**src/rtl/core/lxr_pkg.sv**
```systemverilog
// Package for the C subset lexer: token and scan mode codes, character constants,
// the operator table and the token record types. No dependencies.
package lxr_pkg;

	localparam int KIND_W = 6;
	localparam int TPOS_W = 20;
	localparam int TLEN_W = 20;
	localparam logic [TLEN_W-1:0] LEN_MAX = '1;

	localparam int FIFO_DEPTH = 4;
	localparam int FIFO_PTR_W = $clog2(FIFO_DEPTH);
	localparam int FIFO_CNT_W = $clog2(FIFO_DEPTH + 1);

	localparam int OP_COUNT = 9;
	localparam int OP_IDX_W = $clog2(OP_COUNT);

	localparam logic [7:0] CH_NUL    = 8'h00;
	localparam logic [7:0] CH_TAB    = 8'h09;
	localparam logic [7:0] CH_NL     = 8'h0A;
	localparam logic [7:0] CH_SP     = 8'h20;
	localparam logic [7:0] CH_DQUOTE = 8'h22;
	localparam logic [7:0] CH_HASH   = 8'h23;
	localparam logic [7:0] CH_SQUOTE = 8'h27;
	localparam logic [7:0] CH_DOT    = 8'h2E;
	localparam logic [7:0] CH_SLASH  = 8'h2F;
	localparam logic [7:0] CH_EQ     = 8'h3D;
	localparam logic [7:0] CH_BSLASH = 8'h5C;
	localparam logic [7:0] CH_UNDER  = 8'h5F;
	localparam logic [7:0] CH_NONE   = 8'h00;

	typedef enum logic [KIND_W-1:0] {
		K_EOF, K_ILLEGAL, K_IDENT, K_INT, K_CHAR, K_STRING, K_PERIOD, K_ELLIPSIS,
		K_DIV, K_DIV_ASSIGN, K_LPAREN, K_RPAREN, K_COMMA, K_COLON, K_SEMICOLON,
		K_LBRACK, K_RBRACK, K_LBRACE, K_RBRACE, K_NOT, K_NOT_EQUAL, K_AND,
		K_AND_ASSIGN, K_LAND, K_MUL, K_MUL_ASSIGN, K_ADD, K_ADD_ASSIGN, K_INC,
		K_SUB, K_SUB_ASSIGN, K_DEC, K_LT, K_LT_EQUAL, K_ASSIGN, K_EQUAL, K_GT,
		K_GT_EQUAL, K_OR, K_OR_ASSIGN, K_LOR
	} kind_t;

	typedef enum logic [3:0] {
		M_IDLE, M_IDENT, M_NUM, M_CHR, M_STR, M_DOT1, M_DOT2, M_SLASH, M_COMMENT, M_OP
	} mode_t;

	// One operator byte: its plain form, its form with '=' and an optional doubling.
	typedef struct packed {
		logic [7:0] ch;
		kind_t      plain;
		kind_t      with_eq;
		logic [7:0] twin;
		kind_t      doubled;
	} op_entry_t;

	localparam op_entry_t OP_TABLE [OP_COUNT] = '{
		'{8'h21, K_NOT, K_NOT_EQUAL, CH_NONE, K_EOF},
		'{8'h26, K_AND, K_AND_ASSIGN, 8'h26, K_LAND},
		'{8'h2A, K_MUL, K_MUL_ASSIGN, CH_NONE, K_EOF},
		'{8'h2B, K_ADD, K_ADD_ASSIGN, 8'h2B, K_INC},
		'{8'h2D, K_SUB, K_SUB_ASSIGN, 8'h2D, K_DEC},
		'{8'h3C, K_LT, K_LT_EQUAL, CH_NONE, K_EOF},
		'{8'h3D, K_ASSIGN, K_EQUAL, CH_NONE, K_EOF},
		'{8'h3E, K_GT, K_GT_EQUAL, CH_NONE, K_EOF},
		'{8'h7C, K_OR, K_OR_ASSIGN, 8'h7C, K_LOR}
	};

	typedef struct packed {
		logic                hit;
		logic [OP_IDX_W-1:0] idx;
	} op_hit_t;

	// One result beat.
	typedef struct packed {
		kind_t             kind;
		logic [TPOS_W-1:0] start;
		logic [TLEN_W-1:0] len;
		logic              last;
	} token_t;

	// Tokens produced by one source byte, in output order.
	typedef struct packed {
		logic [1:0] cnt;
		token_t     tok0;
		token_t     tok1;
	} push_t;

	function automatic logic is_alpha(logic [7:0] b);
		return b inside {[8'h61:8'h7A], [8'h41:8'h5A], CH_UNDER};
	endfunction

	function automatic logic is_numeral(logic [7:0] b);
		return b inside {[8'h30:8'h39]};
	endfunction

	function automatic op_hit_t op_lookup(logic [7:0] b);
		op_hit_t r;
		r = '0;
		for (int i = 0; i < OP_COUNT; i++) begin
			if (OP_TABLE[i].ch == b) begin
				r.hit = 1'b1;
				r.idx = OP_IDX_W'(i);
			end
		end
		return r;
	endfunction

endpackage

```
**src/rtl/core/lxr_intf.sv**
```systemverilog
// Stream interfaces of the lexer: the source byte channel and the token channel.
// Depends on lxr_pkg for field widths.
interface lxr_byte_if;
	logic       valid;
	logic       ready;
	logic [7:0] src_byte;

	modport source (output valid, output src_byte, input ready);
	modport sink (input valid, input src_byte, output ready);
endinterface

interface lxr_tok_if;
	import lxr_pkg::*;

	logic              valid;
	logic              ready;
	logic [KIND_W-1:0] kind;
	logic [TPOS_W-1:0] token_start;
	logic [TLEN_W-1:0] token_length;
	logic              last_of_input;

	modport source (output valid, output kind, output token_start, output token_length,
		output last_of_input, input ready);
	modport sink (input valid, input kind, input token_start, input token_length,
		input last_of_input, output ready);
endinterface

```
**src/rtl/core/lxr_scan.sv**
```systemverilog
// Scanner core: input byte register, scan mode state and the token decode.
// Depends on lxr_pkg.
module lxr_scan #(
	parameter int POSITION_BITS = 20
) (
	input  logic           clk,
	input  logic           arst_n,
	input  logic           in_valid,
	input  logic [7:0]     in_byte,
	output logic           in_ready,
	input  logic           room2,
	output lxr_pkg::push_t push
);
	import lxr_pkg::*;

	typedef struct packed {
		logic                emit;
		kind_t               kind;
		logic                len1;
		mode_t               mode;
		logic                start_tok;
		logic                set_op;
		logic [OP_IDX_W-1:0] op_idx;
		logic                eof;
	} idle_t;

	logic                     valid_s1;
	logic [7:0]               byte_s1;
	mode_t                    mode_q, mode_d;
	logic                     esc_q, esc_d;
	logic [OP_IDX_W-1:0]      pend_q, pend_d;
	logic [POSITION_BITS-1:0] start_q, start_d;
	logic [POSITION_BITS-1:0] pos_q, pos_d;
	logic [TLEN_W-1:0]        run_q, run_d;

	logic              consume;
	logic [7:0]        b;
	idle_t             ir;
	op_hit_t           oph;
	op_entry_t         op;
	logic [7:0]        quote;
	logic [TLEN_W-1:0] run_inc;
	logic              fe;
	logic              ie;
	logic              use_idle;
	kind_t             fk;
	logic [TLEN_W-1:0] fl;
	token_t            first_tok;
	token_t            idle_tok;

	assign b        = byte_s1;
	assign consume  = valid_s1 && room2;
	assign in_ready = !valid_s1 || consume;
	assign run_inc  = (run_q == LEN_MAX) ? run_q : run_q + TLEN_W'(1);
	assign quote    = (mode_q == M_CHR) ? CH_SQUOTE : CH_DQUOTE;
	assign op       = OP_TABLE[(pend_q < OP_IDX_W'(OP_COUNT)) ? pend_q : '0];
	assign oph      = op_lookup(b);

	// Input stage register.
	always_ff @(posedge clk or negedge arst_n) begin
		if (!arst_n) begin
			valid_s1 <= 1'b0;
		end else if (in_ready) begin
			valid_s1 <= in_valid;
		end
	end

	always_ff @(posedge clk) begin
		if (in_ready && in_valid) begin
			byte_s1 <= in_byte;
		end
	end

	// Handling of a byte that arrives between tokens.
	always_comb begin
		ir      = '0;
		ir.mode = M_IDLE;
		ir.kind = K_ILLEGAL;
		if (b == CH_SP || b == CH_NL || b == CH_TAB) begin
			ir.mode = M_IDLE;
		end else if (b == CH_NUL) begin
			ir.emit = 1'b1;
			ir.kind = K_EOF;
			ir.eof  = 1'b1;
		end else if (is_alpha(b)) begin
			ir.mode      = M_IDENT;
			ir.start_tok = 1'b1;
		end else if (is_numeral(b)) begin
			ir.mode      = M_NUM;
			ir.start_tok = 1'b1;
		end else if (b == CH_SQUOTE) begin
			ir.mode      = M_CHR;
			ir.start_tok = 1'b1;
		end else if (b == CH_DQUOTE) begin
			ir.mode      = M_STR;
			ir.start_tok = 1'b1;
		end else if (b == CH_DOT) begin
			ir.mode      = M_DOT1;
			ir.start_tok = 1'b1;
		end else if (b == CH_SLASH) begin
			ir.mode      = M_SLASH;
			ir.start_tok = 1'b1;
		end else if (b == CH_HASH) begin
			ir.mode = M_COMMENT;
		end else begin
			ir.emit = 1'b1;
			ir.len1 = 1'b1;
			case (b)
				8'h28: ir.kind = K_LPAREN;
				8'h29: ir.kind = K_RPAREN;
				8'h2C: ir.kind = K_COMMA;
				8'h3A: ir.kind = K_COLON;
				8'h3B: ir.kind = K_SEMICOLON;
				8'h5B: ir.kind = K_LBRACK;
				8'h5D: ir.kind = K_RBRACK;
				8'h7B: ir.kind = K_LBRACE;
				8'h7D: ir.kind = K_RBRACE;
				default: begin
					if (oph.hit) begin
						ir.emit      = 1'b0;
						ir.mode      = M_OP;
						ir.start_tok = 1'b1;
						ir.set_op    = 1'b1;
						ir.op_idx    = oph.idx;
					end else begin
						ir.kind = K_ILLEGAL;
					end
				end
			endcase
		end
	end

	// Token that the current byte closes, and whether the byte then starts afresh.
	always_comb begin
		fe       = 1'b0;
		fk       = K_ILLEGAL;
		fl       = '0;
		use_idle = 1'b0;
		case (mode_q)
			M_IDENT: begin
				if (!(is_alpha(b) || is_numeral(b))) begin
					fe       = 1'b1;
					fk       = K_IDENT;
					fl       = run_q;
					use_idle = 1'b1;
				end
			end
			M_NUM: begin
				if (!is_numeral(b)) begin
					fe       = 1'b1;
					fk       = K_INT;
					fl       = run_q;
					use_idle = 1'b1;
				end
			end
			M_CHR, M_STR: begin
				if (b == CH_NUL) begin
					fe       = 1'b1;
					fk       = K_ILLEGAL;
					fl       = run_q;
					use_idle = 1'b1;
				end else if (b == quote && !esc_q) begin
					fe = 1'b1;
					fk = (mode_q == M_CHR) ? K_CHAR : K_STRING;
					fl = run_inc;
				end
			end
			M_DOT1: begin
				if (b != CH_DOT) begin
					fe       = 1'b1;
					fk       = K_PERIOD;
					fl       = TLEN_W'(1);
					use_idle = 1'b1;
				end
			end
			M_DOT2: begin
				fe = 1'b1;
				if (b == CH_DOT) begin
					fk = K_ELLIPSIS;
					fl = TLEN_W'(3);
				end else begin
					fk       = K_ILLEGAL;
					fl       = TLEN_W'(2);
					use_idle = 1'b1;
				end
			end
			M_SLASH: begin
				if (b == CH_EQ) begin
					fe = 1'b1;
					fk = K_DIV_ASSIGN;
					fl = TLEN_W'(2);
				end else if (b != CH_SLASH) begin
					fe       = 1'b1;
					fk       = K_DIV;
					fl       = TLEN_W'(1);
					use_idle = 1'b1;
				end
			end
			M_COMMENT: begin
				use_idle = (b == CH_NUL);
			end
			M_OP: begin
				fe = 1'b1;
				if (b == CH_EQ) begin
					fk = op.with_eq;
					fl = TLEN_W'(2);
				end else if (op.twin != CH_NONE && b == op.twin) begin
					fk = op.doubled;
					fl = TLEN_W'(2);
				end else begin
					fk       = op.plain;
					fl       = TLEN_W'(1);
					use_idle = 1'b1;
				end
			end
			default: begin
				use_idle = 1'b1;
			end
		endcase
	end

	// Order the tokens of this byte; the last one carries the end flag.
	always_comb begin
		ie              = use_idle && ir.emit;
		first_tok.kind  = fk;
		first_tok.start = TPOS_W'(start_q);
		first_tok.len   = fl;
		first_tok.last  = !ie;
		idle_tok.kind   = ir.kind;
		idle_tok.start  = TPOS_W'(pos_q);
		idle_tok.len    = TLEN_W'(ir.len1);
		idle_tok.last   = 1'b1;
		push.tok0       = fe ? first_tok : idle_tok;
		push.tok1       = idle_tok;
		push.cnt        = consume ? (2'(fe) + 2'(ie)) : 2'd0;
	end

	// Next scan state.
	always_comb begin
		mode_d  = mode_q;
		esc_d   = esc_q;
		pend_d  = pend_q;
		start_d = start_q;
		run_d   = run_q;
		pos_d   = pos_q + POSITION_BITS'(1);
		case (mode_q)
			M_IDENT, M_NUM: begin
				if (!use_idle) begin
					run_d = run_inc;
				end
			end
			M_CHR, M_STR: begin
				if (b != CH_NUL) begin
					run_d = run_inc;
					if (fe) begin
						mode_d = M_IDLE;
						esc_d  = 1'b0;
					end else begin
						esc_d = (b == CH_BSLASH) && !esc_q;
					end
				end
			end
			M_DOT1: begin
				if (!use_idle) begin
					mode_d = M_DOT2;
					run_d  = TLEN_W'(2);
				end
			end
			M_SLASH: begin
				if (b == CH_SLASH) begin
					mode_d = M_COMMENT;
				end else if (!use_idle) begin
					mode_d = M_IDLE;
				end
			end
			M_COMMENT: begin
				if (b == CH_NL) begin
					mode_d = M_IDLE;
				end
			end
			M_DOT2, M_OP: begin
				if (!use_idle) begin
					mode_d = M_IDLE;
				end
			end
			default: begin
				mode_d = mode_q;
			end
		endcase
		if (use_idle) begin
			mode_d = ir.mode;
			esc_d  = 1'b0;
			if (ir.start_tok) begin
				start_d = pos_q;
				run_d   = TLEN_W'(1);
			end
			if (ir.set_op) begin
				pend_d = ir.op_idx;
			end
			// End of input returns everything to the reset state.
			if (ir.eof) begin
				mode_d  = M_IDLE;
				esc_d   = 1'b0;
				pend_d  = '0;
				start_d = '0;
				pos_d   = '0;
				run_d   = '0;
			end
		end
	end

	// Scan state registers, advanced once per consumed byte.
	always_ff @(posedge clk or negedge arst_n) begin
		if (!arst_n) begin
			mode_q  <= M_IDLE;
			esc_q   <= 1'b0;
			pend_q  <= '0;
			start_q <= '0;
			pos_q   <= '0;
			run_q   <= '0;
		end else if (consume) begin
			mode_q  <= mode_d;
			esc_q   <= esc_d;
			pend_q  <= pend_d;
			start_q <= start_d;
			pos_q   <= pos_d;
			run_q   <= run_d;
		end
	end

endmodule

```
**src/rtl/core/lxr_tok_fifo.sv**
```systemverilog
// Token output queue: takes up to two tokens per cycle and hands out one per beat.
// Depends on lxr_pkg.
module lxr_tok_fifo (
	input  logic            clk,
	input  logic            arst_n,
	input  lxr_pkg::push_t  push,
	input  logic            pop,
	output logic            room2,
	output logic            out_valid,
	output lxr_pkg::token_t out_tok
);
	import lxr_pkg::*;

	token_t                mem_q [FIFO_DEPTH];
	logic [FIFO_PTR_W-1:0] rd_q;
	logic [FIFO_PTR_W-1:0] wr_q;
	logic [FIFO_PTR_W-1:0] wr_nxt;
	logic [FIFO_CNT_W-1:0] cnt_q;
	logic                  do_pop;

	assign out_valid = (cnt_q != '0);
	assign out_tok   = mem_q[rd_q];
	assign room2     = (cnt_q <= FIFO_CNT_W'(FIFO_DEPTH - 2));
	assign do_pop    = pop && out_valid;
	assign wr_nxt    = wr_q + FIFO_PTR_W'(1);

	// Entry storage.
	always_ff @(posedge clk) begin
		if (push.cnt != 2'd0) begin
			mem_q[wr_q] <= push.tok0;
		end
		if (push.cnt == 2'd2) begin
			mem_q[wr_nxt] <= push.tok1;
		end
	end

	// Pointers and fill count.
	always_ff @(posedge clk or negedge arst_n) begin
		if (!arst_n) begin
			rd_q  <= '0;
			wr_q  <= '0;
			cnt_q <= '0;
		end else begin
			wr_q  <= wr_q + FIFO_PTR_W'(push.cnt);
			rd_q  <= rd_q + FIFO_PTR_W'(do_pop);
			cnt_q <= cnt_q + FIFO_CNT_W'(push.cnt) - FIFO_CNT_W'(do_pop);
		end
	end

endmodule

```
**src/rtl/core/c_subset_lexer_top.sv**
```systemverilog
// Streaming C subset lexer: one source byte in per beat, token records out per beat.
// Input channel in_ch carries src_byte; output channel out_ch carries kind, token_start,
// token_length and last_of_input. A byte 0 ends the input with an EOF token.
// A token is known only when the byte after it arrives, so each byte yields zero,
// one or two tokens. An accepted byte passes an input register, then the decode
// writes its tokens into a four-entry token queue, which out_ch reads. Bytes are
// taken at one per clock as long as the queue has room for two tokens, so a
// steady stream runs at one byte per cycle; the output side delivers one token
// per cycle while out_ch is ready, which bounds the rate when bytes produce two
// tokens each. When out_ch is stalled the queue fills; once it holds three or
// more tokens the byte in the input register waits and in_ch.ready drops until
// a token leaves. Nothing is lost. Reset clears the scan state, the position
// counter and the queue; the first byte after reset, or after an EOF, is at
// position 0.
// Depends on lxr_pkg, lxr_intf, lxr_scan and lxr_tok_fifo.
module c_subset_lexer_top #(
	parameter int POSITION_BITS = 20
) (
	input logic       clk,
	input logic       arst_n,
	lxr_byte_if.sink  in_ch,
	lxr_tok_if.source out_ch
);
	import lxr_pkg::*;

	push_t  push;
	logic   room2;
	logic   out_valid;
	token_t out_tok;

	// Byte register and scan decode.
	lxr_scan #(
		.POSITION_BITS(POSITION_BITS)
	) u_scan (
		.clk     (clk),
		.arst_n  (arst_n),
		.in_valid(in_ch.valid),
		.in_byte (in_ch.src_byte),
		.in_ready(in_ch.ready),
		.room2   (room2),
		.push    (push)
	);

	// Token queue toward the output channel.
	lxr_tok_fifo u_fifo (
		.clk      (clk),
		.arst_n   (arst_n),
		.push     (push),
		.pop      (out_ch.ready),
		.room2    (room2),
		.out_valid(out_valid),
		.out_tok  (out_tok)
	);

	assign out_ch.valid         = out_valid;
	assign out_ch.kind          = out_tok.kind;
	assign out_ch.token_start   = out_tok.start;
	assign out_ch.token_length  = out_tok.len;
	assign out_ch.last_of_input = out_tok.last;

endmodule

```
**src/flat_wrapper.sv**
```systemverilog
// flat-port wrapper written by rule: the top's interface ports become plain ports
module c_subset_lexer_top_flat import lxr_pkg::*;
#(
	parameter int POSITION_BITS = 20
)
  (clk, arst_n, in_ch_valid, in_ch_src_byte, in_ch_ready, out_ch_valid, out_ch_kind, out_ch_token_start, out_ch_token_length, out_ch_last_of_input, out_ch_ready);
  lxr_byte_if in_ch_i ();
  lxr_tok_if out_ch_i ();
  input logic clk;
  input logic arst_n;
  input wire logic [$bits(in_ch_i.valid)-1:0] in_ch_valid;
  input wire logic [$bits(in_ch_i.src_byte)-1:0] in_ch_src_byte;
  output wire logic [$bits(in_ch_i.ready)-1:0] in_ch_ready;
  output wire logic [$bits(out_ch_i.valid)-1:0] out_ch_valid;
  output wire logic [$bits(out_ch_i.kind)-1:0] out_ch_kind;
  output wire logic [$bits(out_ch_i.token_start)-1:0] out_ch_token_start;
  output wire logic [$bits(out_ch_i.token_length)-1:0] out_ch_token_length;
  output wire logic [$bits(out_ch_i.last_of_input)-1:0] out_ch_last_of_input;
  input wire logic [$bits(out_ch_i.ready)-1:0] out_ch_ready;
  assign in_ch_i.valid = in_ch_valid;
  assign in_ch_i.src_byte = in_ch_src_byte;
  assign in_ch_ready = in_ch_i.ready;
  assign out_ch_valid = out_ch_i.valid;
  assign out_ch_kind = out_ch_i.kind;
  assign out_ch_token_start = out_ch_i.token_start;
  assign out_ch_token_length = out_ch_i.token_length;
  assign out_ch_last_of_input = out_ch_i.last_of_input;
  assign out_ch_i.ready = out_ch_ready;
  c_subset_lexer_top #(.POSITION_BITS(POSITION_BITS)) u_core (.clk(clk), .arst_n(arst_n), .in_ch(in_ch_i), .out_ch(out_ch_i));
endmodule
```
**config.mk**
```make
export PLATFORM = sky130hd
export DESIGN_NAME = c_subset_lexer_top_flat
export DESIGN_NICKNAME = d
export VERILOG_FILES = /design/src/rtl/core/lxr_pkg.sv /design/src/rtl/core/lxr_intf.sv /design/src/rtl/core/lxr_scan.sv /design/src/rtl/core/lxr_tok_fifo.sv /design/src/rtl/core/c_subset_lexer_top.sv /design/src/flat_wrapper.sv
export SDC_FILE = /design/constraint.sdc
export NUM_CORES = 1
export LEC_CHECK = 0
export ABC_AREA = 1
export BUFFER_PORTS_ARGS = -buffer_cell sky130_fd_sc_hd__buf_2
export CAP_MARGIN = 30
export CORE_ASPECT_RATIO = 0.7
export CORE_MARGIN = 2
export CORE_UTILIZATION = 50
export DETAILED_ROUTE_END_ITERATION = 16
export GPL_TIMING_DRIVEN = 0
export PLACE_DENSITY = 0.76
export SLEW_MARGIN = 20
export SYNTH_ARGS = -nofsm -noshare
export SYNTH_HDL_FRONTEND = slang
export SYNTH_HIERARCHICAL = 1
export SYNTH_SLANG_ARGS = --single-unit
```
**constraint.sdc**
```tcl
create_clock -name clk -period 4.4 [get_ports clk]
set_input_delay 0.88 -clock clk [delete_from_list [all_inputs] [get_ports clk]]
set_output_delay 0.88 -clock clk [all_outputs]
set_load 0.01 [all_outputs]
```
# Word level (Yosys, flattened, before mapping)
# Memories as Yosys holds them, arrays and structs flattened.
# Cells that the tools add are included.
dict set report word_totals {
  ff_bits 85
  ram_bits 188
  romBits 544
  out_inout_bits 49
  memories 2
}
# memory depth word_bits read_ports rd_ports_with_merged_regs write_ports line
set memory_table {}
lappend memory_table {{(name not given)} 16 34 1 0 0 lxr_scan.sv:56} ;# assign op = OP_TABLE[(pend_q < OP_IDX_W'(OP_COUNT)) ? pend_q : '0];
lappend memory_table {u_core.u_fifo.mem_q 4 47 1 0 2 lxr_tok_fifo.sv:14} ;# token_t mem_q [FIFO_DEPTH];
dict set report op_classes {
  addsub 8
  order_cmp 9
  n_eq_ne 47
  n_mux 112
  bitwise 1
  reduce_logical 36
}
# op n
set op_table {}
lappend op_table {{2-to-1 mux 20 bit} 15}
lappend op_table {{one-hot mux 20 bit (7 select lines)} 1}
lappend op_table {{2-to-1 mux 5 bit} 21}
lappend op_table {{equality test 8 x 6 -> 1 bit (second input constant)} 12}
lappend op_table {{equality test 6 x 8 -> 1 bit (first input constant)} 8}
lappend op_table {{2-to-1 mux 8 bit} 8}
lappend op_table {{one-hot mux 20 bit (3 select lines)} 1}
lappend op_table {{2-to-1 mux 26 bit} 2}
lappend op_table {{2-to-1 mux 4 bit} 13}
lappend op_table {{equality test 8 x 7 -> 1 bit (second input constant)} 6}
lappend op_table {{2-to-1 mux 47 bit} 1}
lappend op_table {{one-hot mux 5 bit (9 select lines)} 1}
lappend op_table {{one-hot mux 6 bit (7 select lines)} 1}
lappend op_table {{adder 20 x 1 -> 20 bit (second input constant)} 2}
lappend op_table {{2-to-1 mux 1 bit} 26}
lappend op_table {{equality test 20 bit (second input constant)} 1}
lappend op_table {{2-to-1 mux 10 bit} 2}
lappend op_table {{one-hot mux 4 bit (5 select lines)} 1}
lappend op_table {{2-to-1 mux 6 bit} 3}
lappend op_table {{equality test 4 x 3 -> 1 bit (second input constant)} 4}
lappend op_table {{equality test 8 x 4 -> 1 bit (second input constant)} 2}
lappend op_table {{>= comparator 8 x 7 -> 1 bit (second input constant)} 2}
lappend op_table {{less-or-equal comparator 8 x 7 -> 1 bit (second input constant)} 2}
lappend op_table {{!= test 8 x 6 -> 1 bit (second input constant)} 2}
lappend op_table {{other kinds (38)} 76}

# Longest topological paths before layout
# Gate-level depths: netlist (run 1).
dict set report logic_depth {
  ltp_word 27
  depth_mapped 29
  depth_no_buf 27
}

# Hierarchy
# The synthesis (run 1) kept the hierarchy.
# module n_inst cells_per_inst area_each_um2 seq_area_each_um2
set by_module_without_submodules {}
lappend by_module_without_submodules {lxr_tok_fifo 1 1026 9631.7 5820.6}
lappend by_module_without_submodules {lxr_scan 1 1123 6820.3 1991.9}

# Least setup slack after synthesis (run 1)
# Ideal clock, no wire load.
dict set report synth_path {
  path_kind {register -> register}
  from {register u_core.u_scan.pend_q[3]}
  to {memory u_core/u_fifo/mem_q[2][0] (netlist name), enable pin}
  setup_ns 0.576
  arrival_time_ns 4.089
  path_slack_ns -0.266
  stages_incl_launch_ff 25
  cell_sequence {dfrtp_1 -> nor2_1 -> inv_1 -> ha_1 -> inv_1 -> nand3_1 -> nand2_1 -> nand2_1 -> nand2_1 -> nand2_1 -> nor2_4 -> nand3_4 -> nand3_2 -> nand3_2 -> buf_6 -> buf_2 -> nand4_1 -> inv_1 -> ha_1 -> inv_1 -> nor2_1 -> nor2_4 -> nand2_1 -> clkbuf_1 -> nand2_1}
}
# element line
set synth_lines {}
lappend synth_lines {{start: declaration} lxr_scan.sv:31} ;# logic [OP_IDX_W-1:0] pend_q, pend_d;
lappend synth_lines {{start signal: assignment} lxr_scan.sv:324} ;# pend_q <= pend_d;
lappend synth_lines {{end: declaration} lxr_tok_fifo.sv:14}

==> impl_metrics.env, run 1 <==
export IMPL_syn_cell_area_um2=16500
export IMPL_drc=0
export IMPL_outcome="finished clean"
export IMPL_grt_start_max_net_pins=43
export IMPL_power_density_nw_per_um2=615
export IMPL_yosysMostFrequentCell="nand2_1"
export IMPL_slew_viol_final=0
export IMPL_max_stage_delay_ns=0.48
export IMPL_p_leak_nw=7.74
export IMPL_fin_crit_sh_pct=96.3
export IMPL_ff_latch_area_um2=7810
export IMPL_yosys_register_bits=273
export IMPL_path_class="register to register"
export IMPL_final_util_pct=57.8
export IMPL_vias=15800
export IMPL_die_h_um=156
export IMPL_yosys_area_top_type="edfxtp_1"
export IMPL_synth_top_cell_area_share_pct=35.8
export IMPL_dp_hpwl_um=35900
export IMPL_numCtsBuffers=28
export IMPL_setup_slack_ns=0.162
export IMPL_area_growth_pct=13.6
export IMPL_max_slew_margin_pct=29.4
export IMPL_fp_coreArea_um2=32300
export IMPL_port_buffers=60
export IMPL_wl_um=53200
export IMPL_cts_setup_buffers=0
export IMPL_fin_skew_ns=0.0276
export IMPL_drtPass1Iterations=6
export IMPL_cp_top_family="simple AND/OR/NAND/NOR gates"
export IMPL_die_area_um2=34400
export IMPL_crit_path_end_kind="register"
export IMPL_place_ws_ns=-0.878
export IMPL_nets=2299
export IMPL_place_congestion=1.00
export IMPL_n_antenna_cell=0
export IMPL_path_buf_inv=8
export IMPL_use_met2_pct=46.7
export IMPL_nFillCells=2873
export IMPL_start_util_pct=50.9
export IMPL_final_cells=2722
export IMPL_io_pins=61
export IMPL_use_met3_pct=6.59
export IMPL_synth_flop_cell="edfxtp_1"
export IMPL_antenna_found_initial=0
export IMPL_grt_overflow=0
export IMPL_yosys_top_cells_area="edfxtp_1 (36%), nand2_1 (15%), dfrtp_1 (12%)"
export IMPL_clkTransAtPathRegs_ns=0.06
export IMPL_cts_buffer_depth=3
export IMPL_drt_antenna_violating_nets=0
export IMPL_multi_input_area_um2=7560
export IMPL_cts_tree="done"
export IMPL_arrival_ns=4.65
export IMPL_start_kind="register"
export IMPL_hp_class="input pin to asynchronous set/reset pin"
export IMPL_timing_fmax_mhz=236
export IMPL_maxCapViolCount=0
export IMPL_gr_usage_met1_pct=43.2
export IMPL_ys_seq_area_share_pct=47.5
export IMPL_grt_pass1_vias=14600
export IMPL_r2r_start="u_core/u_scan/pend_q[3]"
export IMPL_grt_busiest_layer="met2"
export IMPL_track_usage_pct=30.6
export IMPL_worst_pin_slew_ns=1.05
export IMPL_yosysUniqueCellTypes=46
export IMPL_drive_gt1_share_pct=12.5
export IMPL_synth_edff_count=196
export IMPL_clock_sinks=273
export IMPL_h_tree_depth=1
export IMPL_finalSetupViolCount=0
export IMPL_tns_ns=0
export IMPL_die_x_um=221
export IMPL_syn_inst=2149
export IMPL_ir_worst_vdd_uv=492
export IMPL_grt_first_pass_wirelength_um=82200
export IMPL_dr_first_iter_drc_count=2388
export IMPL_root_buffer="clkbuf_16"
export IMPL_vias_per_cell=5.81
export IMPL_rows=55
export IMPL_cpMaxStageDelayCell="dfrtp_2"
export IMPL_postSynthAreaPerCell_um2=7.66
export IMPL_yosysWarnings=6
export IMPL_async_flop_share_pct=28.2
export IMPL_hold_viol_final=0
export IMPL_startpoint="u_core/u_scan/pend_q[3]"
export IMPL_synth_commonest_cells="nand2_1 (636), o21ai_0 (352), nor2_1 (236)"
export IMPL_path_max_fanout=19
export IMPL_whs_ns=0.264
export IMPL_period_needed_ns=4.24
export IMPL_cp_required_ns=4.81
export IMPL_wire_per_inst_um=19.6
export IMPL_insertion_delay_ns=0.59
export IMPL_dp_cells=2657
[final timing paths]
check / cells past startpoint / slack, ns / to
setup / recovery: 25 / 0.16 / u_core/u_fifo/mem_q[0][16]
hold / removal: 1 / 0.26 / u_core/u_scan/pend_q[0]
setup reg to reg: 25 / 0.16 / u_core/u_fifo/mem_q[0][16]
hold reg to reg: 2 / 0.49 / u_core/u_scan/start_q[7]
max in group asynchronous: 2 / 3.50 / u_core/u_scan/pos_q[17]
min in group clk: 1 / 0.49 / u_core/u_scan/b[3]
[power breakdown]
group          internal (W)  switching [W]  total [W]
Sequential          0.00353       0.000326    0.00386
Combinational       0.00154        0.00377    0.00531
Clock               0.00126        0.00106    0.00232
[logic make-up (layout without fill, tap and decap cells)]
family | after synthesis | in the layout | share of synthesized area, %
compound gates | 496 | 496 | 15.8
xor+xnor | 24 | 24 | 1.28
fa+ha+maj | 13 | 13 | 1.03
buf+inv | 325 | 440 | 9.14
flops | 273 | 273 | 47.5
other cells | 2 | 21 | 0.0456
simple gates | 1016 | 1028 | 25.2
[layout by cell type, fill, tap and decap left out, drive strengths merged, types with 15 or more instances in the layout]
cell    Yosys  layout
inv       193     195
clkbuf     49      86
edfxtp    196     196
nor3       23      23
dfrtp      77      77
a21oi      43      43
xor2       22      22
buf        81     142
clkinv      2      15
conb        2      21
nand4      18      18
nor2      249     249
o21ai     433     433
nand3      76      76
nand2     643     655
[per-layer routing]
metal / up-vias / part of all wire [%]
li1: 7316 / -
met1: 7326 / 41
met2: 1025 / 43
met5: - / 0
met4: 0 / 3.1
met3: 140 / 13
[flip-flops by register name, indices dropped and copies added (netlist names)]
signal and cells:
u_core/u_fifo/wr_q 2, u_core/u_scan/valid_s1 1, u_core/u_fifo/mem_q 188, u_core/u_fifo/rd_q 2, u_core/u_fifo/cnt_q 3, u_core/u_scan/pend_q 4
u_core/u_scan/start_q 20, u_core/u_scan/mode_q 4, u_core/u_scan/esc_q 1, u_core/u_scan/b 8, u_core/u_scan/run_q 20, u_core/u_scan/pos_q 20
[what timing repair did]
item / in CTS / in global routing
gates cloned: 12 / 0
hold buffers: 0 / 0
pin swaps: 8 / 0
resized for setup: 36 / 14
endpoints found under the setup margin: 366 / 378
[final cells by class]
cell class	instances	share of cell area [%]
inverter	195	3.92
timing repair buffer	65	1.90
multi-input combinational	1582	40.5
buffer	129	4.30
tap	427	2.86
sequential	273	41.8
clock buffer	34	3.92
clock inverter	17	0.797
[through the flow]
step,power (W),area [µm²]
6_report,0.0115,18700
3_5_place_dp,0.00878,17400
4_1_cts,0.0113,18600
3_3_place_gp,0.00866,17400
2_1_floorplan,0.00701,16500
5_1_grt,0.0121,18700
No activity file was read; power rests on OpenSTA's default activity.
==> inputs of run 2 (changes only) <==
- ABC_AREA: 1 -> 0
- CORE_ASPECT_RATIO: 0.7 -> not set
==> impl_metrics.env, run 2 <==
export IMPL_fin_skew_ns=0.0231
export IMPL_outcome="finished clean"
export IMPL_finalSetupViolCount=0
export IMPL_cp_top_family="simple AND/OR/NAND/NOR gates"
export IMPL_cts_buffer_depth=3
export IMPL_yosys_top_cells_area="edfxtp_1 (36%), dfrtp_1 (12%), mux2_2 (8.9%)"
export IMPL_final_common_cell="edfxtp_1"
export IMPL_synth_top_cell_area_share_pct=36.0
export IMPL_clock_sinks=273
export IMPL_port_buffers=60
export IMPL_dp_hpwl_um=30800
export IMPL_ir_worst_vdd_uv=353
export IMPL_hp_class="input pin to asynchronous set/reset pin"
export IMPL_synth_xor_xnor_area_share_pct=1.18
export IMPL_vias_per_cell=6.24
export IMPL_setup_slack_ns=0.126
export IMPL_yosysUniqueCellTypes=87
export IMPL_startpoint="u_core/u_scan/pend_q[3]"
export IMPL_p_leak_nw=7.23
export IMPL_async_flop_share_pct=28.2
export IMPL_clkTransAtPathRegs_ns=0.06
export IMPL_place_congestion=1.01
export IMPL_cpMaxStageDelayCell="dfrtp_1"
export IMPL_wl_um=45500
export IMPL_whs_ns=0.301
export IMPL_final_cell_mix="edfxtp_1 (196), nand2_1 (135), mux2_2 (129)"
export IMPL_io_pins=61
export IMPL_die_h_um=185
export IMPL_yosys_area_share_simple_pct=11.6
export IMPL_hold_viol_final=0
export IMPL_tns_ns=0
export IMPL_pwr_share_seq_pct=33.7
export IMPL_yosysWarnings=6
export IMPL_place_ws_ns=-1.08
export IMPL_n_antenna_cell=0
export IMPL_grt_overflow=0
export IMPL_ys_seq_area_share_pct=47.8
export IMPL_pwr_share_clk_pct=23.2
export IMPL_regMostFlops="u_core/u_fifo/mem_q"
export IMPL_largest_register_ffs=188
export IMPL_path_max_fanout=10
export IMPL_drt_antenna_violating_nets=0
export IMPL_placed_cell_area_um2=17600
export IMPL_drc=0
export IMPL_grt_pass1_vias=12100
export IMPL_yosys_area_top_type="edfxtp_1"
export IMPL_yosys_register_bits=273
export IMPL_cp_num_cells=19
export IMPL_synth_flop_cell="edfxtp_1"
export IMPL_insertion_delay_ns=0.57
export IMPL_muxShareOfSynthArea_pct=22.9
export IMPL_worstPathCellList="buf_6 -> nor2b_4 -> inv_2 -> ha_4 -> and3b_1 -> a211oi_2 -> a311oi_2 -> a21oi_2 -> nor4_4 -> o31a_1 -> buf_6 -> nor3_4 -> ha_4 -> inv_2 -> nor2_1 -> buf_4 -> and4bb_2 -> buf_2 -> mux2_2"
export IMPL_drtPass1Iterations=6
export IMPL_switching_share_pct=36.9
export IMPL_vias=12500
export IMPL_wire_per_inst_um=22.8
export IMPL_cts_hold_buf=0
export IMPL_internal_power_w=0.00705
export IMPL_antenna_found_initial=0
export IMPL_power_switching_w=0.00412
export IMPL_r2r_start="u_core/u_scan/pend_q[3]"
export IMPL_fin_area_um2=19200
export IMPL_numCtsBuffers=31
export IMPL_root_buffer="clkbuf_16"
export IMPL_start_kind="register"
export IMPL_endpoint="u_core/u_fifo/mem_q[2][14]"
export IMPL_r2r_slack_ns=0.13
export IMPL_grt_first_pass_wirelength_um=70200
export IMPL_die_area_um2=34200
export IMPL_drive_gt1_share_pct=33.1
export IMPL_max_stage_delay_ns=0.39
export IMPL_max_slew_margin_pct=33.3
export IMPL_nets=1555
export IMPL_synth_commonest_cells="edfxtp_1 (196), nand2_1 (137), mux2_2 (129)"
export IMPL_h_tree_depth=1
export IMPL_track_usage_pct=26.4
export IMPL_fp_coreArea_um2=32400
export IMPL_power_density_nw_per_um2=581
export IMPL_syn_cell_area_um2=16400
export IMPL_timing_fmax_mhz=234
export IMPL_synth_compound_area_share_pct=11.0
export IMPL_maxCapViolCount=0
export IMPL_area_growth_pct=17.6
export IMPL_path_buf_inv=6
export IMPL_worst_pin_slew_ns=0.994
export IMPL_rows=66
export IMPL_die_x_um=185
export IMPL_cts_tree="done"
export IMPL_worstReg2RegEnd="u_core/u_fifo/mem_q[2][14]"
export IMPL_synth_fa_ha_area_share_pct=1.04
export IMPL_postSynthAreaPerCell_um2=11.9
export IMPL_start_util_pct=50.5
export IMPL_synth_edff_count=196
export IMPL_syn_inst=1369
export IMPL_reg2regPathDepth=19
export IMPL_synth_top_family_by_area="multiplexers"
export IMPL_dr_first_iter_drc_count=1571
export IMPL_cp_required_ns=4.70
export IMPL_fin_crit_sh_pct=97.1
export IMPL_path_class="register to register"
export IMPL_arrival_ns=4.57
export IMPL_slew_viol_final=0
export IMPL_crit_path_end_kind="register"
export IMPL_yosysMostFrequentCell="edfxtp_1"
export IMPL_grt_start_max_net_pins=45
export IMPL_pwr_share_comb_pct=43.0
export IMPL_period_needed_ns=4.27
==> run 2: cell types whose count changed after synthesis, moves of 67 or more <==
cell | before | now
inv_1 | 181 | 23
mux2_2 | 0 | 129
nand2_1 | 636 | 137
nor2_1 | 236 | 74
o21ai_0 | 352 | 104
o21ai_1 | 71 | 4
==> run 2: cell families (layout without fill, tap and decap cells) <==
logic type               Yosys count  in the layout
AO/OA/AOI/OAI                    275            275
XOR/XNOR                          22             22
adder cells (fa/ha/maj)           13             13
buffers and inverters            135            301
flip-flops                       273            273
multiplexers                     270            270
other                              2             21
AND/OR/NAND/NOR                  379            379
==> run 2: per-layer routing <==
| layer | routed length [µm] | track usage (%) |
|---|---|---|
| met4 | 1230 | 7.11 |
| met3 | 3760 | 3.91 |
| met5 | 0 | 0 |
| met2 | 21600 | 43.7 |
| met1 | 18900 | 36.4 |
==> run 2: how the worst min path moves through the flow <==
| stage | end | slack (ns) |
|---|---|---|
| floorplan | u_core/u_scan/start_q[0] | 0.44 |
| global placement | u_core/u_scan/start_q[12] | 0.46 |
| finish | u_core/u_scan/pend_q[3] | 0.30 |
| CTS | u_core/u_scan/pend_q[0] | 0.32 |
| global route | u_core/u_scan/pend_q[3] | 0.33 |
| detailed placement | u_core/u_scan/start_q[11] | 0.47 |
==> run 2: cell type report <==
cell class / instances / area [µm²]
inverter: 23 / 88.8
tap: 442 / 553
timing repair buffer: 112 / 926
sequential: 273 / 7810
clock inverter: 15 / 158
fill: 2521 / 13100
clock buffer: 42 / 887
multi-input combinational: 980 / 8130
buffer: 109 / 679
==> run 2: worst reg2reg max path: stages, from the launching register on <==
cell and delay [ns]:
dfrtp_1 0.39, buf_6 0.15, nor2b_4 0.12, inv_2 0.07
ha_4 0.18, and3b_1 0.19, a211oi_2 0.26, a311oi_2 0.14
a21oi_2 0.21, nor4_4 0.08, o31a_1 0.26, buf_6 0.13
nor3_4 0.25, ha_4 0.18, inv_2 0.05, nor2_1 0.11
buf_4 0.17, and4bb_2 0.27, buf_2 0.39, mux2_2 0.39
==> run 2: timing repair <==
| action | in CTS | in global routing |
|---|---|---|
| setup buffers | 20 | 17 |
| setup endpoints to repair | 379 | 352 |
| gates resized for setup | 35 | 24 |
| pin swaps | 6 | 15 |
| cloned | 1 | 0 |
==> run 2: power groups by stage <==
stage | clock (W) | sequential [W] | combinational (W)
floorplan | 0 | 0.00372 | 0.00288
global placement | 0 | 0.00380 | 0.00418
detailed placement | 0 | 0.00380 | 0.00446
global route | 0.00274 | 0.00382 | 0.00510
CTS | 0.00263 | 0.00376 | 0.00465
finish | 0.00260 | 0.00376 | 0.00481
==> run 2: per-stage QoR <==
stage	power, W	util, %	std cells
finish	0.0112	59.4	1996
global route	0.0117	59.4	1996
CTS	0.0110	58.8	1978
detailed placement	0.00827	54.4	1901
global placement	0.00798	53.5	1890
floorplan	0.00660	-	1388
